### src/afr_pkg.sv
// ----------------------------------------------------------------------------
// Adaptive frame rate ramp package
// Shared widths, register indexes, reset values and request types.
// ----------------------------------------------------------------------------
`timescale 1ns / 1ps
`default_nettype none

package afr_pkg;

  localparam int RUN_W      = 16;
  localparam int RATE_W     = 8;
  localparam int LEN_W      = 16;
  localparam int CMP_W      = (RUN_W > LEN_W) ? RUN_W : LEN_W;
  localparam int NUM_W      = RATE_W + LEN_W;
  localparam int DELAY_W    = 20;
  localparam int DIVD_W     = (NUM_W > DELAY_W) ? NUM_W : DELAY_W;
  localparam int DIVS_W     = (LEN_W > RATE_W) ? LEN_W : RATE_W;
  localparam int MAC_CNT_W  = $clog2(LEN_W);
  localparam int DIV_CNT_W  = $clog2(DIVD_W);
  localparam int CFG_IDX_W  = 3;
  localparam int CFG_DATA_W = 16;
  localparam int IN_DATA_W  = 16;
  localparam int OUT_DATA_W = ((RATE_W + DELAY_W + 7) / 8) * 8;
  localparam int OUT_PAD_W  = OUT_DATA_W - RATE_W - DELAY_W;

  localparam logic [DIVD_W-1:0] US_PER_SEC = DIVD_W'(1000000);

  localparam logic [CFG_IDX_W-1:0] REG_IDLE_RATE   = CFG_IDX_W'(0);
  localparam logic [CFG_IDX_W-1:0] REG_ACTIVE_RATE = CFG_IDX_W'(1);
  localparam logic [CFG_IDX_W-1:0] REG_RAMP_UP     = CFG_IDX_W'(2);
  localparam logic [CFG_IDX_W-1:0] REG_RAMP_DOWN   = CFG_IDX_W'(3);
  localparam logic [CFG_IDX_W-1:0] REG_RATE_FLOOR  = CFG_IDX_W'(4);
  localparam logic [CFG_IDX_W-1:0] REG_RATE_CEIL   = CFG_IDX_W'(5);

  localparam logic [RATE_W-1:0] IDLE_RATE_RST   = RATE_W'(5);
  localparam logic [RATE_W-1:0] ACTIVE_RATE_RST = RATE_W'(30);
  localparam logic [LEN_W-1:0]  RAMP_LEN_RST    = '0;
  localparam logic [RATE_W-1:0] FLOOR_RST       = RATE_W'(1);
  localparam logic [RATE_W-1:0] CEIL_RST        = RATE_W'(60);

  typedef struct packed {
    logic              start;
    logic [RATE_W-1:0] from_rate;
    logic [RATE_W-1:0] to_rate;
    logic [LEN_W-1:0]  from_wt;
    logic [LEN_W-1:0]  to_wt;
  } mac_req_t;

  typedef struct packed {
    logic              start;
    logic [DIVD_W-1:0] dividend;
    logic [DIVS_W-1:0] divisor;
  } div_req_t;

endpackage

`default_nettype wire

### src/afr_mac.sv
// ----------------------------------------------------------------------------
// Adaptive frame rate ramp blend multiplier
// Bit-serial sum of two products, weight bits taken most significant first.
// ----------------------------------------------------------------------------
`timescale 1ns / 1ps
`default_nettype none

module afr_mac
  import afr_pkg::*;
(
  input  wire logic             clk_i,
  input  wire logic             rst_ni,
  input  wire mac_req_t         req_i,
  output logic                  done_o,
  output logic [NUM_W-1:0]      acc_o
);

  logic                 busy_q;
  logic                 done_q;
  logic [MAC_CNT_W-1:0] cnt_q;
  logic [RATE_W-1:0]    a_q;
  logic [RATE_W-1:0]    c_q;
  logic [LEN_W-1:0]     b_q;
  logic [LEN_W-1:0]     d_q;
  logic [NUM_W-1:0]     acc_q;
  logic [NUM_W-1:0]     acc_d;
  logic [NUM_W-1:0]     a_term;
  logic [NUM_W-1:0]     c_term;

  always_comb begin
    a_term = b_q[LEN_W-1] ? NUM_W'(a_q) : '0;
    c_term = d_q[LEN_W-1] ? NUM_W'(c_q) : '0;
    acc_d  = {acc_q[NUM_W-2:0], 1'b0} + a_term + c_term;
  end

  always_ff @(posedge clk_i or negedge rst_ni) begin
    if (!rst_ni) begin
      busy_q <= 1'b0;
      done_q <= 1'b0;
      cnt_q  <= '0;
    end else begin
      done_q <= 1'b0;
      if (req_i.start) begin
        busy_q <= 1'b1;
        cnt_q  <= MAC_CNT_W'(LEN_W - 1);
      end else if (busy_q) begin
        cnt_q <= cnt_q - 1'b1;
        if (cnt_q == '0) begin
          busy_q <= 1'b0;
          done_q <= 1'b1;
        end
      end
    end
  end

  always_ff @(posedge clk_i) begin
    if (req_i.start) begin
      a_q   <= req_i.from_rate;
      c_q   <= req_i.to_rate;
      b_q   <= req_i.from_wt;
      d_q   <= req_i.to_wt;
      acc_q <= '0;
    end else if (busy_q) begin
      b_q   <= {b_q[LEN_W-2:0], 1'b0};
      d_q   <= {d_q[LEN_W-2:0], 1'b0};
      acc_q <= acc_d;
    end
  end

  assign done_o = done_q;
  assign acc_o  = acc_q;

endmodule

`default_nettype wire

### src/afr_div.sv
// ----------------------------------------------------------------------------
// Adaptive frame rate ramp serial divider
// Restoring division producing one quotient bit per cycle.
// ----------------------------------------------------------------------------
`timescale 1ns / 1ps
`default_nettype none

module afr_div
  import afr_pkg::*;
(
  input  wire logic             clk_i,
  input  wire logic             rst_ni,
  input  wire div_req_t         req_i,
  output logic                  done_o,
  output logic [DIVD_W-1:0]     quot_o
);

  logic                 busy_q;
  logic                 done_q;
  logic [DIV_CNT_W-1:0] cnt_q;
  logic [DIVD_W-1:0]    dvd_q;
  logic [DIVS_W-1:0]    dvs_q;
  logic [DIVS_W-1:0]    rem_q;
  logic [DIVS_W:0]      trial;
  logic [DIVS_W:0]      diff;
  logic                 fits;

  always_comb begin
    trial = {rem_q, dvd_q[DIVD_W-1]};
    diff  = trial - {1'b0, dvs_q};
    fits  = trial >= {1'b0, dvs_q};
  end

  always_ff @(posedge clk_i or negedge rst_ni) begin
    if (!rst_ni) begin
      busy_q <= 1'b0;
      done_q <= 1'b0;
      cnt_q  <= '0;
    end else begin
      done_q <= 1'b0;
      if (req_i.start) begin
        busy_q <= 1'b1;
        cnt_q  <= DIV_CNT_W'(DIVD_W - 1);
      end else if (busy_q) begin
        cnt_q <= cnt_q - 1'b1;
        if (cnt_q == '0) begin
          busy_q <= 1'b0;
          done_q <= 1'b1;
        end
      end
    end
  end

  always_ff @(posedge clk_i) begin
    if (req_i.start) begin
      dvd_q <= req_i.dividend;
      dvs_q <= req_i.divisor;
      rem_q <= '0;
    end else if (busy_q) begin
      rem_q <= fits ? diff[DIVS_W-1:0] : trial[DIVS_W-1:0];
      dvd_q <= {dvd_q[DIVD_W-2:0], fits};
    end
  end

  assign done_o = done_q;
  assign quot_o = dvd_q;

endmodule

`default_nettype wire

### src/adaptive_frame_rate_ramp_top.sv
// ----------------------------------------------------------------------------
// Adaptive frame rate ramp
// Tracks detection runs and ramps a target frame rate between idle and active.
// ----------------------------------------------------------------------------
// Usage:
// Each frame item enters on the s_axis channel: tuser carries the command
// (0 update, 1 reset runs and rate to idle) and tdata the detection count.
// Each item yields exactly one result item on the m_axis channel with the
// target rate and the frame delay in microseconds.
// Configuration registers are written on the cfg channel, which is always
// ready; write them only while no item is in flight.
// A ramp item passes through a setup state, the bit-serial blend multiplier,
// two passes through the shared one-bit-per-cycle divider, and control
// states. A zero ramp length and a reset command both skip the multiplier
// and the first division. The block takes no new item until the result of
// the last one is loaded into the output register. When the receiver
// stalls, a second finished result waits inside until the output register
// frees. Reset loads the default registers, clears both runs and sets the
// rate to the default idle rate.
// ----------------------------------------------------------------------------
`timescale 1ns / 1ps
`default_nettype none

module adaptive_frame_rate_ramp_top
  import afr_pkg::*;
(
  input  wire logic                  clk_i,
  input  wire logic                  rst_ni,
  input  wire logic                  s_axis_tvalid,
  output logic                       s_axis_tready,
  input  wire logic [IN_DATA_W-1:0]  s_axis_tdata,  // detection count
  input  wire logic                  s_axis_tuser,  // command
  output logic                       m_axis_tvalid,
  input  wire logic                  m_axis_tready,
  output logic [OUT_DATA_W-1:0]      m_axis_tdata,  // target_rate, frame_delay_us, zero pad
  input  wire logic                  cfg_valid_i,
  output logic                       cfg_ready_o,
  input  wire logic [CFG_IDX_W-1:0]  cfg_index_i,
  input  wire logic [CFG_DATA_W-1:0] cfg_data_i
);

  localparam logic [2:0] ST_IDLE  = 3'd0;
  localparam logic [2:0] ST_SETUP = 3'd1;
  localparam logic [2:0] ST_MUL   = 3'd2;
  localparam logic [2:0] ST_DIV   = 3'd3;
  localparam logic [2:0] ST_CLAMP = 3'd4;
  localparam logic [2:0] ST_RATE  = 3'd5;
  localparam logic [2:0] ST_DLY   = 3'd6;
  localparam logic [2:0] ST_DONE  = 3'd7;

  logic [2:0]          state_q, state_d;
  logic [RATE_W-1:0]   idle_q, active_q, floor_q, ceil_q;
  logic [LEN_W-1:0]    up_len_q, dn_len_q;
  logic [RUN_W-1:0]    hit_q, hit_d, miss_q, miss_d;
  logic [RATE_W-1:0]   rate_q, rate_d;
  logic [RATE_W-1:0]   v_q, v_d;
  logic [LEN_W-1:0]    len_q, len_d;
  logic [DELAY_W-1:0]  delay_q, delay_d;
  logic                cmd_q, cmd_d;
  logic                hit_flag_q, hit_flag_d;
  logic                out_valid_q, out_valid_d;
  logic [RATE_W-1:0]   out_rate_q, out_rate_d;
  logic [DELAY_W-1:0]  out_delay_q, out_delay_d;

  logic                in_accept;
  logic [RUN_W-1:0]    run_sel;
  logic [LEN_W-1:0]    len_sel;
  logic [LEN_W-1:0]    k_sel;
  logic [RATE_W-1:0]   from_sel, to_sel;
  mac_req_t            mac_req;
  div_req_t            div_req;
  logic                mac_done, div_done;
  logic [NUM_W-1:0]    mac_acc;
  logic [DIVD_W-1:0]   div_quot;

  assign in_accept     = s_axis_tvalid && s_axis_tready;
  assign s_axis_tready = (state_q == ST_IDLE);
  assign cfg_ready_o   = 1'b1;

  always_ff @(posedge clk_i or negedge rst_ni) begin
    if (!rst_ni) begin
      idle_q   <= IDLE_RATE_RST;
      active_q <= ACTIVE_RATE_RST;
      up_len_q <= RAMP_LEN_RST;
      dn_len_q <= RAMP_LEN_RST;
      floor_q  <= FLOOR_RST;
      ceil_q   <= CEIL_RST;
    end else if (cfg_valid_i) begin
      unique case (cfg_index_i)
        REG_IDLE_RATE:   idle_q   <= cfg_data_i[RATE_W-1:0];
        REG_ACTIVE_RATE: active_q <= cfg_data_i[RATE_W-1:0];
        REG_RAMP_UP:     up_len_q <= cfg_data_i[LEN_W-1:0];
        REG_RAMP_DOWN:   dn_len_q <= cfg_data_i[LEN_W-1:0];
        REG_RATE_FLOOR:  floor_q  <= cfg_data_i[RATE_W-1:0];
        REG_RATE_CEIL:   ceil_q   <= cfg_data_i[RATE_W-1:0];
        default: ;
      endcase
    end
  end

  always_comb begin
    run_sel  = hit_flag_q ? hit_q : miss_q;
    len_sel  = hit_flag_q ? up_len_q : dn_len_q;
    from_sel = hit_flag_q ? idle_q : active_q;
    to_sel   = hit_flag_q ? active_q : idle_q;
    k_sel    = (CMP_W'(run_sel) < CMP_W'(len_sel)) ? LEN_W'(run_sel) : len_sel;
  end

  always_comb begin
    state_d     = state_q;
    hit_d       = hit_q;
    miss_d      = miss_q;
    rate_d      = rate_q;
    v_d         = v_q;
    len_d       = len_q;
    delay_d     = delay_q;
    cmd_d       = cmd_q;
    hit_flag_d  = hit_flag_q;
    out_valid_d = out_valid_q && !m_axis_tready;
    out_rate_d  = out_rate_q;
    out_delay_d = out_delay_q;

    mac_req.start     = 1'b0;
    mac_req.from_rate = from_sel;
    mac_req.to_rate   = to_sel;
    mac_req.from_wt   = len_sel - k_sel;
    mac_req.to_wt     = k_sel;

    div_req.start    = 1'b0;
    div_req.dividend = US_PER_SEC;
    div_req.divisor  = DIVS_W'(rate_q);

    unique case (state_q)
      ST_IDLE: begin
        if (in_accept) begin
          cmd_d      = s_axis_tuser;
          hit_flag_d = |s_axis_tdata;
          if (s_axis_tuser) begin
            hit_d  = '0;
            miss_d = '0;
          end else if (|s_axis_tdata) begin
            hit_d  = (hit_q == '1) ? hit_q : hit_q + 1'b1;
            miss_d = '0;
          end else begin
            miss_d = (miss_q == '1) ? miss_q : miss_q + 1'b1;
            hit_d  = '0;
          end
          state_d = ST_SETUP;
        end
      end
      ST_SETUP: begin
        if (cmd_q) begin
          rate_d  = idle_q;
          state_d = ST_RATE;
        end else if (len_sel == '0) begin
          v_d     = to_sel;
          state_d = ST_CLAMP;
        end else begin
          len_d         = len_sel;
          mac_req.start = 1'b1;
          state_d       = ST_MUL;
        end
      end
      ST_MUL: begin
        if (mac_done) begin
          div_req.start    = 1'b1;
          div_req.dividend = DIVD_W'(mac_acc);
          div_req.divisor  = DIVS_W'(len_q);
          state_d          = ST_DIV;
        end
      end
      ST_DIV: begin
        if (div_done) begin
          v_d     = div_quot[RATE_W-1:0];
          state_d = ST_CLAMP;
        end
      end
      ST_CLAMP: begin
        if (v_q < floor_q) begin
          rate_d = floor_q;
        end else if (v_q > ceil_q) begin
          rate_d = ceil_q;
        end else begin
          rate_d = v_q;
        end
        state_d = ST_RATE;
      end
      ST_RATE: begin
        if (rate_q == '0) begin
          delay_d = '0;
          state_d = ST_DONE;
        end else begin
          div_req.start = 1'b1;
          state_d       = ST_DLY;
        end
      end
      ST_DLY: begin
        if (div_done) begin
          delay_d = div_quot[DELAY_W-1:0];
          state_d = ST_DONE;
        end
      end
      ST_DONE: begin
        if (!out_valid_q || m_axis_tready) begin
          out_valid_d = 1'b1;
          out_rate_d  = rate_q;
          out_delay_d = delay_q;
          state_d     = ST_IDLE;
        end
      end
      default: state_d = ST_IDLE;
    endcase
  end

  always_ff @(posedge clk_i or negedge rst_ni) begin
    if (!rst_ni) begin
      state_q     <= ST_IDLE;
      hit_q       <= '0;
      miss_q      <= '0;
      rate_q      <= IDLE_RATE_RST;
      out_valid_q <= 1'b0;
    end else begin
      state_q     <= state_d;
      hit_q       <= hit_d;
      miss_q      <= miss_d;
      rate_q      <= rate_d;
      out_valid_q <= out_valid_d;
    end
  end

  always_ff @(posedge clk_i) begin
    v_q         <= v_d;
    len_q       <= len_d;
    delay_q     <= delay_d;
    cmd_q       <= cmd_d;
    hit_flag_q  <= hit_flag_d;
    out_rate_q  <= out_rate_d;
    out_delay_q <= out_delay_d;
  end

  afr_mac u_afr_mac (
    .clk_i  (clk_i),
    .rst_ni (rst_ni),
    .req_i  (mac_req),
    .done_o (mac_done),
    .acc_o  (mac_acc)
  );

  afr_div u_afr_div (
    .clk_i  (clk_i),
    .rst_ni (rst_ni),
    .req_i  (div_req),
    .done_o (div_done),
    .quot_o (div_quot)
  );

  assign m_axis_tvalid = out_valid_q;
  assign m_axis_tdata  = {{OUT_PAD_W{1'b0}}, out_delay_q, out_rate_q};

endmodule

`default_nettype wire

### config.mk
export PLATFORM = sky130hd
export DESIGN_NAME = adaptive_frame_rate_ramp_top
export DESIGN_NICKNAME = d
export VERILOG_FILES = /design/src/afr_pkg.sv /design/src/afr_mac.sv /design/src/afr_div.sv /design/src/adaptive_frame_rate_ramp_top.sv
export SDC_FILE = /design/constraint.sdc
export NUM_CORES = 1
export LEC_CHECK = 0
export BUFFER_PORTS_ARGS = -buffer_cell sky130_fd_sc_hd__buf_2
export CAP_MARGIN = 10
export CORE_UTILIZATION = 41
export CTS_CLUSTER_DIAMETER = 60
export DETAILED_ROUTE_END_ITERATION = 10
export SLEW_MARGIN = 20
export SYNTH_ARGS = -nofsm -noshare
export SYNTH_HDL_FRONTEND = slang
export SYNTH_HIERARCHICAL = 1
export SYNTH_SLANG_ARGS = --single-unit
export TNS_END_PERCENT = 30
### constraint.sdc
create_clock -name clk_i -period 17.52 [get_ports clk_i]
set_input_delay 2.628 -clock clk_i [delete_from_list [all_inputs] [get_ports clk_i]]
set_output_delay 2.628 -clock clk_i [all_outputs]
set_load 0.1 [all_outputs]
==> results_dict.tcl, run 1 <==
set metrics [dict create \
    status "finished, final reports clean" \
    grt_antenna_before_repair 1 \
    r2r_end "u_afr_mac/b_q[12]" \
    final-max-slew-violation-count 0 \
    cts_buffer_depth 3 \
    synth-xor-area-share_pct 2.82 \
    clk_root_buffer_cell "sky130_fd_sc_hd__clkbuf_16" \
    critical_path_arrival_ps 5810 \
    synth.cell_area_um2 17700 \
    worst_slack_ps 12020 \
    clk_latency_ps 570 \
    share_of_post_route_cells_with_drive_strength_above_1_pct 21.7 \
    avgRoutedWirePerCell_um 18.5 \
    worst_tran_pin_value_ps 981 \
    synthDominantAreaCellType "sky130_fd_sc_hd__edfxtp_1" \
    pin_count 76 \
    clock-sinks 323 \
    synth_top_area_share_pct 27.5 \
    dieArea_um2 44000 \
    synthesis.instances 1591 \
    synth_edf_count 162 \
    critPathLaunchType "register" \
    critical_path_required_ps 17830 \
    cts_tree "done" \
    grt_pass1_wl_um 65700 \
    leakage_nw 8.21 \
    post_cts.repair.setup_buffers 0 \
    power.total_mw 3.16 \
    insertedDiodeCount 0 \
    height_of_the_die_um 210 \
    rsz0062_at_grt "false" \
    power_density_nw_per_um2 160 \
    yosys_warning_count 6 \
    clk_transition_reported_paths_ps 60 \
    grt_use_total_pct 19.0 \
    final-instance-count-excl-fill 2226 \
    port_buffers 70 \
    worstSetupPathType "reg2reg" \
    worstSetupEndpoint "u_afr_mac/b_q[12]" \
    synth_async_sr_flop_share_pct 37.5 \
    netlist_top_cells_area "sky130_fd_sc_hd__edfxtp_1 (28%), sky130_fd_sc_hd__dfrtp_1 (15%), sky130_fd_sc_hd__mux2_2 (9.6%)" \
    post_synth.cell_area_avg_um2 11.1 \
    postSynth.topFlopCell "sky130_fd_sc_hd__edfxtp_1" \
    vdd_drop_max_mv 0.0752 \
    ys_seq_elements 323 \
    placementRows 75 \
    worstSetupEndpointType "register" \
    nNetsFinal 1770 \
    path_max_fanout 56 \
    mostFrequentLayoutCell "sky130_fd_sc_hd__edfxtp_1" \
    die_width_um 210 \
    cts_made_buffers 42 \
    route.antenna.remaining_nets 0 \
    routed-via-count 12200 \
    htree_num_levels 2 \
    route.detailed.drc 0 \
    placed_cells 2148 \
    cts_hold_buffers 0 \
    synth_seq_area_share_pct 49.3 \
    r2r_slack_ps 12020 \
    timing.final.crit_period_ps 5500 \
    synth-simple-area-share_pct 14.3 \
    timing.final.crit_share_pct 31.4 \
    hp-class "reg2reg" \
    max_freq_ghz 0.182 \
    dominant_combinational_cell_family_by_area_after_synthesis "simple AND/OR/NAND/NOR gates" \
    share_of_the_synthesized_area_in_compound_gates_ao_oa_aoi_oai_pct 11.5 \
    timing.reg2reg.worst_path_depth 16 \
    filler_cell_count 3904 \
    final_cell_mix "sky130_fd_sc_hd__edfxtp_1 (162), sky130_fd_sc_hd__mux2_2 (150), sky130_fd_sc_hd__nor2_1 (122)" \
    synth_adder_area_share_pct 5.92 \
    post_cts.resized_instances 0 \
    place.gp.congestion 0.865 \
    initial_standard_cell_utilization_of_the_core_pct 41.9 \
    totalNegativeSetupSlack_ps 0 \
    design.core.area_um2 42200 \
    hpwl_um 29600 \
    cap_viol_max_count 0 \
    worst_r2r_startpoint "hit_flag_q" \
    timing.clock.skew_ps 31.4 \
    finalCoreUtilization_pct 46.9 \
    finalHoldViolCount 0 \
    initialDrtViolationCount 813 \
    vias_per_cell 5.46 \
    detail_route.first_pass.iterations 8 \
    max-slew-margin-rel_pct 34.6 \
    drt-total-wl_um 41200 \
    preCtsSetupSlack_ps 12110 \
    first_global_vias 12000 \
    grt_start_max_net_pins 72 \
    worst_setup_path_startpoint "hit_flag_q" \
    synth_mux_area_share_pct 12.0 \
    yosys.cell_types.count 99 \
    final-setup-viol-count 0 \
    global_route_overflow 0 \
    flow.area_growth_from_synthesis_pct 12.0 \
]
cells in the mapped netlist (all sizes together), types with 16 or more instances:
cell type	instances
a211oi	16
a21o	16
a21oi	70
a311oi	16
and2	68
buf	20
clkbuf	47
dfrtp	108
dfxtp	40
edfxtp	162
ha	66
inv	90
mux2	152
mux2i	40
nand2	104
nand2b	24
nand3	29
nand4	25
nor2	125
nor3	18
o21ai	80
xnor2	27
xor2	30
registers in the layout, indices dropped and copies added (netlist names), 16 cells and up:
register and count:
delay_q 20, dn_len_q 16, hit_q 16, len_q 16
miss_q 16, out_delay_q 20, u_afr_div/dvs_q 16, u_afr_div/quot_o 24
u_afr_div/rem_q 16, u_afr_mac/acc_o 24, u_afr_mac/b_q 16, u_afr_mac/d_q 16
up_len_q 16
stage by stage:
step	instance area (µm²)	hold slack [ps]
floorplan	17700	400
global placement	18500	400
detailed placement	18500	405
CTS	19800	416
global route	19800	427
finish	19800	417
per-layer routing:
layer / track usage [%] / vias to the layer above / share of wire [%]
met5: 0 / - / 0
met4: 7.58 / 0 / 2.8
met3: 2.59 / 69 / 3.0
met2: 31.3 / 218 / 48
met1: 25.4 / 5949 / 46
li1: - / 5924 / -
worst min path at each step:
stage	from	to	slack (ps)	depth (start not counted)
after detailed placement	delay_q[14]	out_delay_q[14]	400	0
after floorplan	delay_q[0]	out_delay_q[0]	400	0
final	delay_q[7]	out_delay_q[7]	420	0
after global placement	delay_q[7]	out_delay_q[7]	400	0
after CTS	delay_q[14]	out_delay_q[14]	420	0
after global routing	delay_q[7]	out_delay_q[7]	430	0
where the power goes:
group	switching (mW)	internal, mW	total (mW)
registers	0.156	1.05	1.21
logic	0.672	0.469	1.14
clock network	0.342	0.471	0.814
critical path, cell delays in order, from the launching register on:
cell	delay [ps]
sky130_fd_sc_hd__edfxtp_1	320
sky130_fd_sc_hd__buf_4	630
sky130_fd_sc_hd__mux2i_1	710
sky130_fd_sc_hd__ha_1	360
sky130_fd_sc_hd__a21oi_1	160
sky130_fd_sc_hd__o21ai_0	100
sky130_fd_sc_hd__a21oi_1	270
sky130_fd_sc_hd__o211a_2	500
sky130_fd_sc_hd__a21oi_1	150
sky130_fd_sc_hd__ha_1	230
sky130_fd_sc_hd__fa_1	450
sky130_fd_sc_hd__a221oi_2	340
sky130_fd_sc_hd__o21bai_1	130
sky130_fd_sc_hd__a21boi_1	270
sky130_fd_sc_hd__nor2_1	80
sky130_fd_sc_hd__a211o_1	220
sky130_fd_sc_hd__mux2_2	260
logic make-up after synthesis:
logic type | after synthesis
DFF | 323
and+or+nand+nor | 485
other | 2
xor gates and xnor gates | 57
buffers and inverters | 158
AOI/OAI and AO/OA | 296
muxes | 192
adders and majority gates | 78
area by class of cell:
cell class / count / area [µm²] / share of cell area [%]
clock inverters: 27 / 224 / 1.13
multi-input cells: 1113 / 8300 / 41.9
clock buffers: 51 / 1110 / 5.59
well taps: 539 / 674 / 3.41
repair buffers: 82 / 443 / 2.24
inverters: 91 / 342 / 1.73
flip-flops and latches: 323 / 8710 / 44.0
(Power assumes the default switching activity.)
==> run 2: changes to the inputs <==
ABC_AREA = 1   (was not set)
clock period = 4.53 ns   (was 17.52 ns; I/O delays follow)
==> results_dict.tcl, run 2 <==
set metrics [dict create \
    status "finished, final reports clean" \
    grt_antenna_before_repair 0 \
    mostFrequentLayoutCell "sky130_fd_sc_hd__nand2_1" \
    grt_pass1_wl_um 76400 \
    placementRows 76 \
    port_buffers 70 \
    worst_tran_pin_value_ps 971 \
    cts_tree "done" \
    yosys.cell_count.top_type "sky130_fd_sc_hd__nand2_1" \
    synth.cells.most_frequent "sky130_fd_sc_hd__nand2_1 (697), sky130_fd_sc_hd__inv_1 (335), sky130_fd_sc_hd__o21ai_0 (196), sky130_fd_sc_hd__nor2_1 (165), sky130_fd_sc_hd__edfxtp_1 (162)" \
    critPathLaunchType "register" \
    htree_num_levels 2 \
    filler_cell_count 4347 \
    critPathMostFrequentCell "sky130_fd_sc_hd__nand2_1" \
    insertedDiodeCount 0 \
    worstSetupPathType "reg2reg" \
    first_global_vias 14600 \
    regArea_um2 8710 \
    clk_root_buffer_cell "sky130_fd_sc_hd__clkbuf_16" \
    post_synth.cell_area_avg_um2 7.96 \
    pin_count 76 \
    ys_seq_elements 323 \
    crit_slowest_cell "sky130_fd_sc_hd__edfxtp_1" \
    route.antenna.remaining_nets 0 \
    routed-via-count 14900 \
    worstPathCellList "buf_4, clkbuf_16, o21ai_0, inv_1, ha_1, nand2_1, nor3_1, nand2_4, nand2_4, inv_1, o21ai_0, inv_1, ha_1, inv_1, nor2_2, nand2_1, nor2_1, nand3_1, nand3_1, nand2_1, nand2_1, nand2_1" \
    clk_transition_reported_paths_ps 60 \
    synth.cell_area_um2 18300 \
    synthDominantAreaCellType "sky130_fd_sc_hd__edfxtp_1" \
    netlist_top_cells_area "sky130_fd_sc_hd__edfxtp_1 (27%), sky130_fd_sc_hd__dfrtp_1 (15%), sky130_fd_sc_hd__nand2_1 (14%)" \
    timing.reg2reg.worst_path_depth 22 \
    initialDrtViolationCount 1134 \
    timing.clock.skew_ps 12.4 \
    design.core.area_um2 43500 \
    crit_family "simple AND/OR/NAND/NOR gates" \
    finalHoldViolCount 0 \
    grt_start_max_net_pins 70 \
    cts_buffer_depth 3 \
    height_of_the_die_um 213 \
    r2r_slack_ps 370 \
    cts_hold_buffers 0 \
    cts_made_buffers 39 \
    timing.final.crit_share_pct 91.9 \
    power_density_nw_per_um2 761 \
    hp-class "in2async" \
    post_cts.resized_instances 0 \
    final-instance-count-excl-fill 2978 \
    r2r_end "u_afr_mac/b_q[15]" \
    path_max_fanout 31 \
    share_of_post_route_cells_with_drive_strength_above_1_pct 10.9 \
    power.total_mw 15.6 \
    route.detailed.drc 0 \
    critical_path_s_largest_stage_delay_ps 430 \
    cap_viol_max_count 0 \
    hpwl_um 35600 \
    max_freq_ghz 0.240 \
    vias_per_cell 5.01 \
    clock-sinks 323 \
    worstSetupEndpointType "register" \
    yosys.cell_types.count 62 \
    synthesis.instances 2292 \
    dieArea_um2 45400 \
    initial_standard_cell_utilization_of_the_core_pct 42.0 \
    cp.buffers_inverters 6 \
    clk_latency_ps 550 \
    synth_top_area_share_pct 26.7 \
    grt_use_total_pct 21.6 \
    max-slew-margin-rel_pct 34.7 \
    finalCoreUtilization_pct 47.2 \
    leakage_nw 9.68 \
    synth_async_sr_flop_share_pct 37.5 \
    synth_edf_count 162 \
    postSynth.topFlopCell "sky130_fd_sc_hd__edfxtp_1" \
    detail_route.first_pass.iterations 7 \
    multiInputGateArea_um2 7970 \
    nNetsFinal 2480 \
    rsz0062_at_grt "false" \
    global_route_overflow 0 \
    yosys_warning_count 6 \
    final-setup-viol-count 0 \
    vdd_drop_max_mv 0.347 \
    drt-total-wl_um 47300 \
    final_cell_mix "sky130_fd_sc_hd__nand2_1 (697), sky130_fd_sc_hd__inv_1 (335), sky130_fd_sc_hd__o21ai_0 (196)" \
    critical_path_arrival_ps 4460 \
    place.gp.congestion 0.936 \
    totalNegativeSetupSlack_ps 0 \
    die_width_um 213 \
    avgRoutedWirePerCell_um 15.9 \
    critical_path_required_ps 4830 \
    placed_cells 2905 \
    worst_r2r_startpoint "hit_flag_q" \
    synth_seq_area_share_pct 47.7 \
    flow.area_growth_from_synthesis_pct 12.3 \
    final-max-slew-violation-count 0 \
    timing.final.crit_period_ps 4160 \
]
[run 2: changes by cell type in the layout (fill, tap and decap cells not counted), sizes merged, moves of 16 or more]
cell | before | now
a311oi | 16 | 0
mux2i | 40 | 0
mux2 | 152 | 1
nand2b | 24 | 0
nand2 | 104 | 722
xnor2 | 27 | 11
nor2 | 125 | 183
and2 | 68 | 1
inv | 91 | 344
xor2 | 30 | 7
nand3 | 29 | 110
or2 | 7 | 29
o21ai | 80 | 207
[run 2: layout make-up]
cell class,count,share of cell area (%)
Multi-Input combinational cell,1562,38.9
Clock inverter,17,0.665
Timing Repair Buffer,94,2.75
Sequential cell,323,42.5
Clock buffer,54,5.39
Tap cell,585,3.57
Inverter,343,6.30
[run 2: report_power, final]
group | internal [mW] | switching (mW)
registers | 4.41 | 0.730
logic | 2.37 | 5.10
clock network | 1.78 | 1.22
[run 2: cell families after synthesis]
family,share of synthesized area [%]
simple gates,26.7
buf+inv,8.95
compound gates,10.1
flops,47.7
fa+ha+maj,5.62
xor+xnor,0.864
other cells,0.0411
mux,0.0617
[run 2: per-stage QoR]
step | setup slack [ps] | instance area [µm²] | hold WS (ps)
3_5_place_dp | 407 | 19200 | 405
4_1_cts | 376 | 20500 | 270
6_report | 369 | 20500 | 271
2_1_floorplan | 143 | 18300 | 384
5_1_grt | 43.5 | 20500 | 325
3_3_place_gp | 428 | 19200 | 405
[run 2: metal layers]
metal / vias to the layer above / wire length (µm) / global-route usage (%) / part of all wire [%]
met5: - / 0 / 0 / 0
met4: 0 / 1250 / 6.80 / 2.6
met3: 80 / 1950 / 2.93 / 4.1
met2: 320 / 22800 / 37.2 / 48
met1: 6985 / 21300 / 27.9 / 45
li1: 7533 / - / - / -
[run 2: how the worst max path moves through the flow]
stage | cells after the start | end | from
6_report | 22 | u_afr_mac/b_q[15] | hit_flag_q
2_1_floorplan | 14 | u_afr_mac/b_q[0] | hit_flag_q
3_3_place_gp | 24 | u_afr_mac/b_q[15] | hit_flag_q
4_1_cts | 24 | u_afr_mac/b_q[11] | hit_flag_q
3_5_place_dp | 24 | u_afr_mac/b_q[11] | hit_flag_q
5_1_grt | 24 | u_afr_mac/b_q[15] | hit_flag_q
[run 2: what timing repair did]
action,in CTS,in global routing
buffers inserted,0,1
endpoints found under the setup margin,0,3
endpoints found under the hold margin,0,0
